==> src/cdi_pkg.sv <==
// Package with constants, month tables and stage types for the calendar date info core.
`default_nettype none

package cdi_pkg;

  localparam int unsigned DAY_W   = 5;
  localparam int unsigned MONTH_W = 4;
  localparam int unsigned YEAR_W  = 14;
  localparam int unsigned IN_W    = 24;
  localparam int unsigned OUT_W   = 48;

  localparam int unsigned PROD_W  = 27;
  localparam int unsigned SUM_W   = 15;
  localparam int unsigned Q100_W  = 8;

  localparam logic [12:0] DIV100_RECIP = 13'd5243;
  localparam int unsigned DIV100_SHIFT = 19;

  localparam logic [MONTH_W-1:0] MON_JAN = 4'd1;
  localparam logic [MONTH_W-1:0] MON_FEB = 4'd2;
  localparam logic [MONTH_W-1:0] MON_DEC = 4'd12;

  localparam logic [2:0] WD_THU = 3'd4;
  localparam logic [2:0] WD_SAT = 3'd6;
  localparam logic [2:0] WEEK_LEN = 3'd7;

  localparam logic [4:0] FEB_DAYS = 5'd28;
  localparam logic [9:0] YEAR_DAYS = 10'd365;

  typedef struct packed {
    logic [DAY_W-1:0]   day;
    logic [MONTH_W-1:0] month;
    logic [YEAR_W-1:0]  year;
    logic               month_ok;
    logic               is_feb;
    logic               is_dec;
    logic               after_feb;
    logic               y_neg;
    logic [YEAR_W-1:0]  y_shift;
    logic [PROD_W-1:0]  prod_year;
    logic [PROD_W-1:0]  prod_y;
    logic [4:0]         month_off;
    logic [8:0]         days_before;
    logic [4:0]         month_len;
  } s1_t;

  typedef struct packed {
    logic               date_valid;
    logic [SUM_W-1:0]   wd_sum;
    logic               leap_year;
    logic [4:0]         days_to_month_end;
    logic [8:0]         days_to_year_end;
    logic [DAY_W-1:0]   next_day;
    logic [MONTH_W-1:0] next_month;
    logic [YEAR_W-1:0]  next_year;
  } s2_t;

  // Floor of 31 * m / 12 for the shifted month m (March is 1, February is 12).
  function automatic logic [4:0] month_offset(input logic [MONTH_W-1:0] month);
    logic [4:0] r;
    case (month)
      4'd1:    r = 5'd28;
      4'd2:    r = 5'd31;
      4'd3:    r = 5'd2;
      4'd4:    r = 5'd5;
      4'd5:    r = 5'd7;
      4'd6:    r = 5'd10;
      4'd7:    r = 5'd12;
      4'd8:    r = 5'd15;
      4'd9:    r = 5'd18;
      4'd10:   r = 5'd20;
      4'd11:   r = 5'd23;
      4'd12:   r = 5'd25;
      default: r = 5'd0;
    endcase
    return r;
  endfunction

  function automatic logic [8:0] days_before_month(input logic [MONTH_W-1:0] month);
    logic [8:0] r;
    case (month)
      4'd1:    r = 9'd0;
      4'd2:    r = 9'd31;
      4'd3:    r = 9'd59;
      4'd4:    r = 9'd90;
      4'd5:    r = 9'd120;
      4'd6:    r = 9'd151;
      4'd7:    r = 9'd181;
      4'd8:    r = 9'd212;
      4'd9:    r = 9'd243;
      4'd10:   r = 9'd273;
      4'd11:   r = 9'd304;
      4'd12:   r = 9'd334;
      default: r = 9'd0;
    endcase
    return r;
  endfunction

  function automatic logic [4:0] month_length(input logic [MONTH_W-1:0] month);
    logic [4:0] r;
    case (month)
      4'd1, 4'd3, 4'd5, 4'd7, 4'd8, 4'd10, 4'd12: r = 5'd31;
      4'd4, 4'd6, 4'd9, 4'd11:                      r = 5'd30;
      4'd2:                                          r = FEB_DAYS;
      default:                                       r = 5'd0;
    endcase
    return r;
  endfunction

endpackage

`default_nettype wire

==> src/calendar_date_info_core.sv <==
// Top level of the calendar date info core: a three-stage pipeline from date to date facts.
//
// One date enters on the in_ stream channel as a word of day, month and year, and one
// result word leaves on the out_ channel for every accepted date, in order.
// Stage one looks up the month tables and multiplies the year and the shifted year by a
// reciprocal of 100. Stage two finds the leap year, the validity, the day counts, the
// following date and the weekday sum. Stage three reduces that sum modulo 7 and zeroes
// every field of an invalid date. The output register is the third stage.
// The accepting edge loads the first stage. Throughput is one word per cycle while out_tready
// stays high; each stage holds its own valid bit, so bubbles close up while the receiver
// stalls, and in_tready stays high as long as some stage is empty.
// When the receiver stalls with all stages full, every stage holds its word and
// in_tready falls; nothing is lost or repeated.
// Reset clears all valid bits; payload registers keep whatever they held.
`default_nettype none

module calendar_date_info_core (
  input  wire logic                        clk,
  input  wire logic                        rst_n,
  input  wire logic                        in_tvalid,
  output      logic                        in_tready,
  // Fields from bit 0: day[4:0], month[8:5], year[22:9], zero[23].
  input  wire logic [cdi_pkg::IN_W-1:0]    in_tdata,
  output      logic                        out_tvalid,
  input  wire logic                        out_tready,
  // Fields from bit 0: date_valid, weekday[3:1], end_of_week, weekend, business_day,
  // leap_year, days_to_week_end[10:8], days_to_month_end[15:11],
  // days_to_year_end[24:16], next_day[29:25], next_month[33:30], next_year[47:34].
  output      logic [cdi_pkg::OUT_W-1:0]   out_tdata
);

  logic rdy1, rdy2, rdy3;
  logic v1_r, v2_r, out_valid_r;
  cdi_pkg::s1_t s1_r, s1_nxt;
  cdi_pkg::s2_t s2_r, s2_nxt;
  logic [cdi_pkg::OUT_W-1:0] out_data_r, out_data_nxt;

  logic [cdi_pkg::DAY_W-1:0]   in_day;
  logic [cdi_pkg::MONTH_W-1:0] in_month;
  logic [cdi_pkg::YEAR_W-1:0]  in_year;
  logic                        in_a;

  assign in_day   = in_tdata[4:0];
  assign in_month = in_tdata[8:5];
  assign in_year  = in_tdata[22:9];

  assign rdy3      = !out_valid_r || out_tready;
  assign rdy2      = !v2_r || rdy3;
  assign rdy1      = !v1_r || rdy2;
  assign in_tready = rdy1;

  // Stage one: tables and reciprocal products.
  always_comb begin
    in_a               = (in_month == cdi_pkg::MON_JAN) || (in_month == cdi_pkg::MON_FEB);
    s1_nxt.day         = in_day;
    s1_nxt.month       = in_month;
    s1_nxt.year        = in_year;
    s1_nxt.month_ok    = (in_month != '0) && (in_month <= cdi_pkg::MON_DEC);
    s1_nxt.is_feb      = (in_month == cdi_pkg::MON_FEB);
    s1_nxt.is_dec      = (in_month == cdi_pkg::MON_DEC);
    s1_nxt.after_feb   = (in_month > cdi_pkg::MON_FEB);
    s1_nxt.y_neg       = in_a && (in_year == '0);
    s1_nxt.y_shift     = in_year - cdi_pkg::YEAR_W'(in_a);
    s1_nxt.prod_year   = cdi_pkg::PROD_W'(in_year) * cdi_pkg::PROD_W'(cdi_pkg::DIV100_RECIP);
    s1_nxt.prod_y      = cdi_pkg::PROD_W'(s1_nxt.y_shift) *
                         cdi_pkg::PROD_W'(cdi_pkg::DIV100_RECIP);
    s1_nxt.month_off   = cdi_pkg::month_offset(in_month);
    s1_nxt.days_before = cdi_pkg::days_before_month(in_month);
    s1_nxt.month_len   = cdi_pkg::month_length(in_month);
  end

  // Stage two: leap year, validity, counts, following date and weekday sum.
  logic [cdi_pkg::Q100_W-1:0] q_year, q_y;
  logic [cdi_pkg::YEAR_W-1:0] rem_year;
  logic                       leap;
  logic [4:0]                 dim;
  logic [9:0]                 dye_wide;
  logic                       last_day;

  always_comb begin
    q_year   = s1_r.prod_year[cdi_pkg::DIV100_SHIFT +: cdi_pkg::Q100_W];
    q_y      = s1_r.prod_y[cdi_pkg::DIV100_SHIFT +: cdi_pkg::Q100_W];
    rem_year = s1_r.year - cdi_pkg::YEAR_W'(q_year * 14'd100);
    leap     = (rem_year == '0) ? (q_year[1:0] == 2'b00) : (s1_r.year[1:0] == 2'b00);
    dim      = s1_r.is_feb ? (cdi_pkg::FEB_DAYS + 5'(leap)) : s1_r.month_len;
    last_day = (s1_r.day == dim);

    s2_nxt.date_valid = s1_r.month_ok && (s1_r.day != '0) && (s1_r.day <= dim);
    s2_nxt.leap_year  = leap;
    if (s1_r.y_neg) begin
      s2_nxt.wd_sum = cdi_pkg::SUM_W'(s1_r.day) + cdi_pkg::SUM_W'(s1_r.month_off) -
                      cdi_pkg::SUM_W'(1);
    end else begin
      s2_nxt.wd_sum = cdi_pkg::SUM_W'(s1_r.day) + cdi_pkg::SUM_W'(s1_r.y_shift) +
                      cdi_pkg::SUM_W'(s1_r.y_shift[13:2]) - cdi_pkg::SUM_W'(q_y) +
                      cdi_pkg::SUM_W'(q_y[7:2]) + cdi_pkg::SUM_W'(s1_r.month_off);
    end
    s2_nxt.days_to_month_end = dim - s1_r.day + 5'd1;
    dye_wide = cdi_pkg::YEAR_DAYS + 10'(leap) - 10'(s1_r.days_before) -
               10'(leap && s1_r.after_feb) - 10'(s1_r.day) + 10'd1;
    s2_nxt.days_to_year_end = dye_wide[8:0];
    if (last_day) begin
      s2_nxt.next_day = 5'd1;
      if (s1_r.is_dec) begin
        s2_nxt.next_month = cdi_pkg::MON_JAN;
        s2_nxt.next_year  = s1_r.year + 14'd1;
      end else begin
        s2_nxt.next_month = s1_r.month + 4'd1;
        s2_nxt.next_year  = s1_r.year;
      end
    end else begin
      s2_nxt.next_day   = s1_r.day + 5'd1;
      s2_nxt.next_month = s1_r.month;
      s2_nxt.next_year  = s1_r.year;
    end
  end

  // Stage three: modulo 7 by folding octal digits, since 8 is 1 modulo 7.
  logic [5:0] oct_sum;
  logic [3:0] oct_fold;
  logic [2:0] wd;

  always_comb begin
    oct_sum  = 6'(s2_r.wd_sum[2:0]) + 6'(s2_r.wd_sum[5:3]) + 6'(s2_r.wd_sum[8:6]) +
               6'(s2_r.wd_sum[11:9]) + 6'(s2_r.wd_sum[14:12]);
    oct_fold = 4'(oct_sum[5:3]) + 4'(oct_sum[2:0]);
    wd       = (oct_fold >= 4'(cdi_pkg::WEEK_LEN)) ? 3'(oct_fold - 4'(cdi_pkg::WEEK_LEN))
                                                   : oct_fold[2:0];
    if (s2_r.date_valid) begin
      out_data_nxt = {s2_r.next_year, s2_r.next_month, s2_r.next_day,
                      s2_r.days_to_year_end, s2_r.days_to_month_end,
                      3'(cdi_pkg::WD_SAT - wd), s2_r.leap_year,
                      (wd <= cdi_pkg::WD_THU), (wd > cdi_pkg::WD_THU),
                      (wd == cdi_pkg::WD_SAT), wd, 1'b1};
    end else begin
      out_data_nxt = '0;
    end
  end

  always_ff @(posedge clk) begin
    if (!rst_n) begin
      v1_r        <= 1'b0;
      v2_r        <= 1'b0;
      out_valid_r <= 1'b0;
    end else begin
      if (rdy1) begin
        v1_r <= in_tvalid;
      end
      if (rdy2) begin
        v2_r <= v1_r;
      end
      if (rdy3) begin
        out_valid_r <= v2_r;
      end
    end
  end

  always_ff @(posedge clk) begin
    if (rdy1 && in_tvalid) begin
      s1_r <= s1_nxt;
    end
    if (rdy2 && v1_r) begin
      s2_r <= s2_nxt;
    end
    if (rdy3 && v2_r) begin
      out_data_r <= out_data_nxt;
    end
  end

  assign out_tvalid = out_valid_r;
  assign out_tdata  = out_data_r;

  a_invalid_zero: assert property (@(posedge clk) disable iff (!rst_n)
    (out_valid_r && !out_data_r[0]) |-> (out_data_r[cdi_pkg::OUT_W-1:1] == '0))
    else $error("invalid date produced nonzero fields");

  a_week_count: assert property (@(posedge clk) disable iff (!rst_n)
    (out_valid_r && out_data_r[0]) |->
      ((out_data_r[3:1] <= cdi_pkg::WD_SAT) &&
       (4'(out_data_r[3:1]) + 4'(out_data_r[10:8]) == 4'(cdi_pkg::WD_SAT))))
    else $error("weekday and days to week end disagree");

  a_day_kind: assert property (@(posedge clk) disable iff (!rst_n)
    (out_valid_r && out_data_r[0]) |-> ((out_data_r[5] != out_data_r[6]) &&
                                        (out_data_r[29:25] != '0)))
    else $error("weekend and business day flags or next day wrong");

  a_stage_load: assert property (@(posedge clk) disable iff (!rst_n)
    (in_tvalid && rdy1) |=> v1_r)
    else $error("accepted word not captured in first stage");

  a_stage_hold: assert property (@(posedge clk) disable iff (!rst_n)
    (v2_r && !rdy3) |=> (v2_r && $stable(s2_r)))
    else $error("second stage changed while stalled");

endmodule

`default_nettype wire

==> config.mk <==
export PLATFORM = sky130hd
export DESIGN_NAME = calendar_date_info_core
export DESIGN_NICKNAME = d
export VERILOG_FILES = /design/src/cdi_pkg.sv /design/src/calendar_date_info_core.sv
export SDC_FILE = /design/constraint.sdc
export NUM_CORES = 1
export LEC_CHECK = 0
export ABC_AREA = 1
export BUFFER_PORTS_ARGS = -buffer_cell sky130_fd_sc_hd__buf_2
export CAP_MARGIN = 30
export CELL_PAD_IN_SITES_DETAIL_PLACEMENT = 1
export CELL_PAD_IN_SITES_GLOBAL_PLACEMENT = 2
export CORE_ASPECT_RATIO = 1.2
export CORE_MARGIN = 1
export CORE_UTILIZATION = 25
export DETAILED_ROUTE_END_ITERATION = 10
export GPL_ROUTABILITY_DRIVEN = 0
export MAX_ROUTING_LAYER = met4
export PLACE_DENSITY_LB_ADDON = 0.1
export RECOVER_POWER = 25
export SYNTH_ARGS = -nofsm -noshare
export SYNTH_HDL_FRONTEND = slang
export SYNTH_SLANG_ARGS = --single-unit
==> constraint.sdc <==
create_clock -name clk -period 7.15 [get_ports clk]
set_clock_uncertainty 0.15 [all_clocks]
set_input_delay 0.715 -clock clk [delete_from_list [all_inputs] [get_ports clk]]
set_output_delay 0.715 -clock clk [all_outputs]
set_load 0.01 [all_outputs]
==> run summary <==
CORE AREA: 74190 um2
Final setup viols: 0
cts bufs inserted: 17
DP Wirelength: 43310 um
worst reg-to-reg setup slack: 1.33 ns
first-pass GRT wire length: 79880 um
Setup CP Type: in -> reg
top_reg_cell synth: edfxtp_1
DR vias: 13060
post-CTS resize count: 0
# Post-CTS Setup Buffers: 0
CP peak stage delay: 0.57 ns
Worst-Margin Slew: 2.403 ns
drt pass-1 iters: 4
crit path time final: 6.583 ns
pre-CTS setup slack: -0.01887 ns
CTS H-tree lvls: 4
EDFF count, synth: 176
GR Layer Usage met1: 0.1627
met2 global-route usage: 0.2605
capture point of the worst path: q_y[4]
GRT Max-Usage Layer: met2
Hold Path Class: in -> reg
n_diodes: 0
Synth area leader: edfxtp_1
CP arrival: 6.65 ns
CP required: 7.22 ns
grt ovf: 0
Worst R2R Path Depth: 30
Critical Path Fanout Max: 8
Avg Synthesized Cell Area: 9.439 um2
Post-Syn Area: 18860 um2
Seq/Total Area, Yosys: 0.2834
share of post-route cells with drive strength above 1: 0.07924
crit path launch type: input port
max-slew violations: 91
Root Buffer: clkbuf_16
post-synth top area share: 0.2802
post-route antenna net violation count: 0
area grow syn2layout: 13.90%
status: finished, violations left
Ports: 78
Initial Utilization: 0.2542
initial antenna violation count: 3
Post-Syn Instances: 1998
Die Wd: 252.7 um
Clk Latency, worst-skew pair: 0.46 ns
Area contributors post-synth: edfxtp_1 (28%), ha_1 (22%), fa_1 (18%), inv_1 (10%), nand2_1 (6.1%)
pin count of the biggest net entering global routing: 55
FP Rows: 109
failing checks: capacitance limit, slew limit
drt wl/cell: 15.44 um
Setup crit start: in_tdata[5]
most used cell, CP: inv_1
maximum clock path buffer count: 2
vias in the first global route: 14730
syn_nets: 2532
Final period util: 0.9207
Die Y: 302.9 um
Post-Route WL: 48740 um
#FFs+latches synth: 179
met3 usage: 0.01004
Slew HR: -0.6022
hold depth: 1
reg2reg end: s2_r[30]
TritonCTS clock tree: done
post-route insts no fill: 3157
placed cell count: 3125
yosys warns: 0
via/cell ratio: 4.137
fin worst setup slack: 0.5671 ns
Critical Path End Type: flop
final hold vios: 0
Crit-path slowest cell: fa_1
Async SR Flop Fraction: 0
PortBufs: 76
Netlist cell types: 45
Net count, final: 2679
# Max-Cap Violations: 2
Residual DRC: 0
Critical R2R Launch: q_year[3]
initial DRC count: 249
Worst-path clk slew: 0.08 ns
final core utilization: 0.2895
setup repair after global routing missed its margin: no
die footprint: 76540 um2
cts hold-fix bufs: 0
Peak Freq: 151.9 MHz
number of clock sinks: 179
Overall Global Routing Usage: 0.1395
metal layers:
metal / vias to the layer above / part of all wire
li1: 6651 / -
met1: 6283 / 0.44
met2: 102 / 0.54
met3: 24 / 0.017
met4: 0 / 0.0099
met5: - / 0
Yosys cell counts, types with 3 or more instances:
cell,instances
a21boi_0,3
o21a_1,5
o2111ai_1,3
nand3_1,66
edfxtp_1,176
nor2_1,80
clkbuf_1,8
nand2_2,3
inv_1,519
o211ai_1,4
dfxtp_1,3
nor4_1,3
xor2_1,50
o21ai_1,10
xnor2_1,19
fa_1,167
nand4_1,16
nor3_1,21
o21bai_1,7
ha_1,339
o21ai_0,51
a31oi_1,8
a21o_1,13
inv_2,7
nor3b_1,3
a21oi_1,78
nand2_1,307
nand3b_1,4
metrics by stage:
step,hold slack (ns),setup TNS [ns],instance area (um2)
floorplan,0.2744,0,18860
global placement,0.3373,0,20930
detailed placement,0.3441,-0.02465,20930
CTS,0.2417,0,21520
global route,0.2524,0,21480
finish,0.2753,0,21480
registers in the layout, indices dropped and copies added (netlist names):
name        flops
q_year          8
v2_r            1
s1_r           59
out_tdata      47
q_y             8
v1_r            1
out_tvalid      1
s2_r           54
final cells by class:
type | instances | area (um2)
timing repair buffer | 138 | 807.0
inverter | 526 | 1976
fill | 8702 | 52710
tap | 999 | 1250
clock inverter | 14 | 165.2
multi-input combinational | 1283 | 11510
sequential | 179 | 5345
clock buffer | 18 | 429.2
cell usage in the layout, fill, tap and decap left out, drive strengths merged, types with 7 or more instances in the layout:
cell type | Yosys | layout
a21o | 13 | 13
a21oi | 78 | 78
a31oi | 8 | 8
buf | 2 | 119
clkbuf | 8 | 37
edfxtp | 176 | 176
fa | 167 | 167
ha | 339 | 339
inv | 526 | 533
nand2 | 310 | 310
nand3 | 66 | 66
nand4 | 16 | 16
nor2 | 83 | 83
nor3 | 23 | 23
o21ai | 61 | 61
o21bai | 7 | 7
xnor2 | 19 | 19
xor2 | 51 | 51
cell families (layout without fill, tap and decap cells):
logic type / count (synthesis) / count (layout) / share of synthesized area
simple gates: 512 / 512 / 0.1154
fa+ha+maj: 506 / 506 / 0.4022
flops: 179 / 179 / 0.2834
buf+inv: 536 / 696 / 0.1069
xor+xnor: 70 / 70 / 0.03291
mux: 1 / 1 / 0.0005308
compound gates: 194 / 194 / 0.05858
worst max-delay path: cells and delay by family:
| family | cells | cell delay [ns] |
|---|---|---|
| xor+xnor | 1 | 0.32 |
| buf+inv | 8 | 0.81 |
| fa+ha+maj | 7 | 2.90 |
| simple gates | 9 | 1.03 |
| compound gates | 4 | 0.88 |
worst min-delay path by stage:
stage	to	startpoint	slack, ns
5_1_grt	s1_r[110]	in_tdata[0]	0.25
3_3_place_gp	out_tdata[35]	s2_r[1]	0.34
4_1_cts	s1_r[112]	in_tdata[2]	0.24
6_report	s1_r[110]	in_tdata[0]	0.28
2_1_floorplan	out_tdata[0]	s2_r[53]	0.27
3_5_place_dp	out_tdata[29]	s2_r[22]	0.34
Power is not shown: default switching activity piles up to over one toggle a cycle in this logic, so the estimate is an artifact.
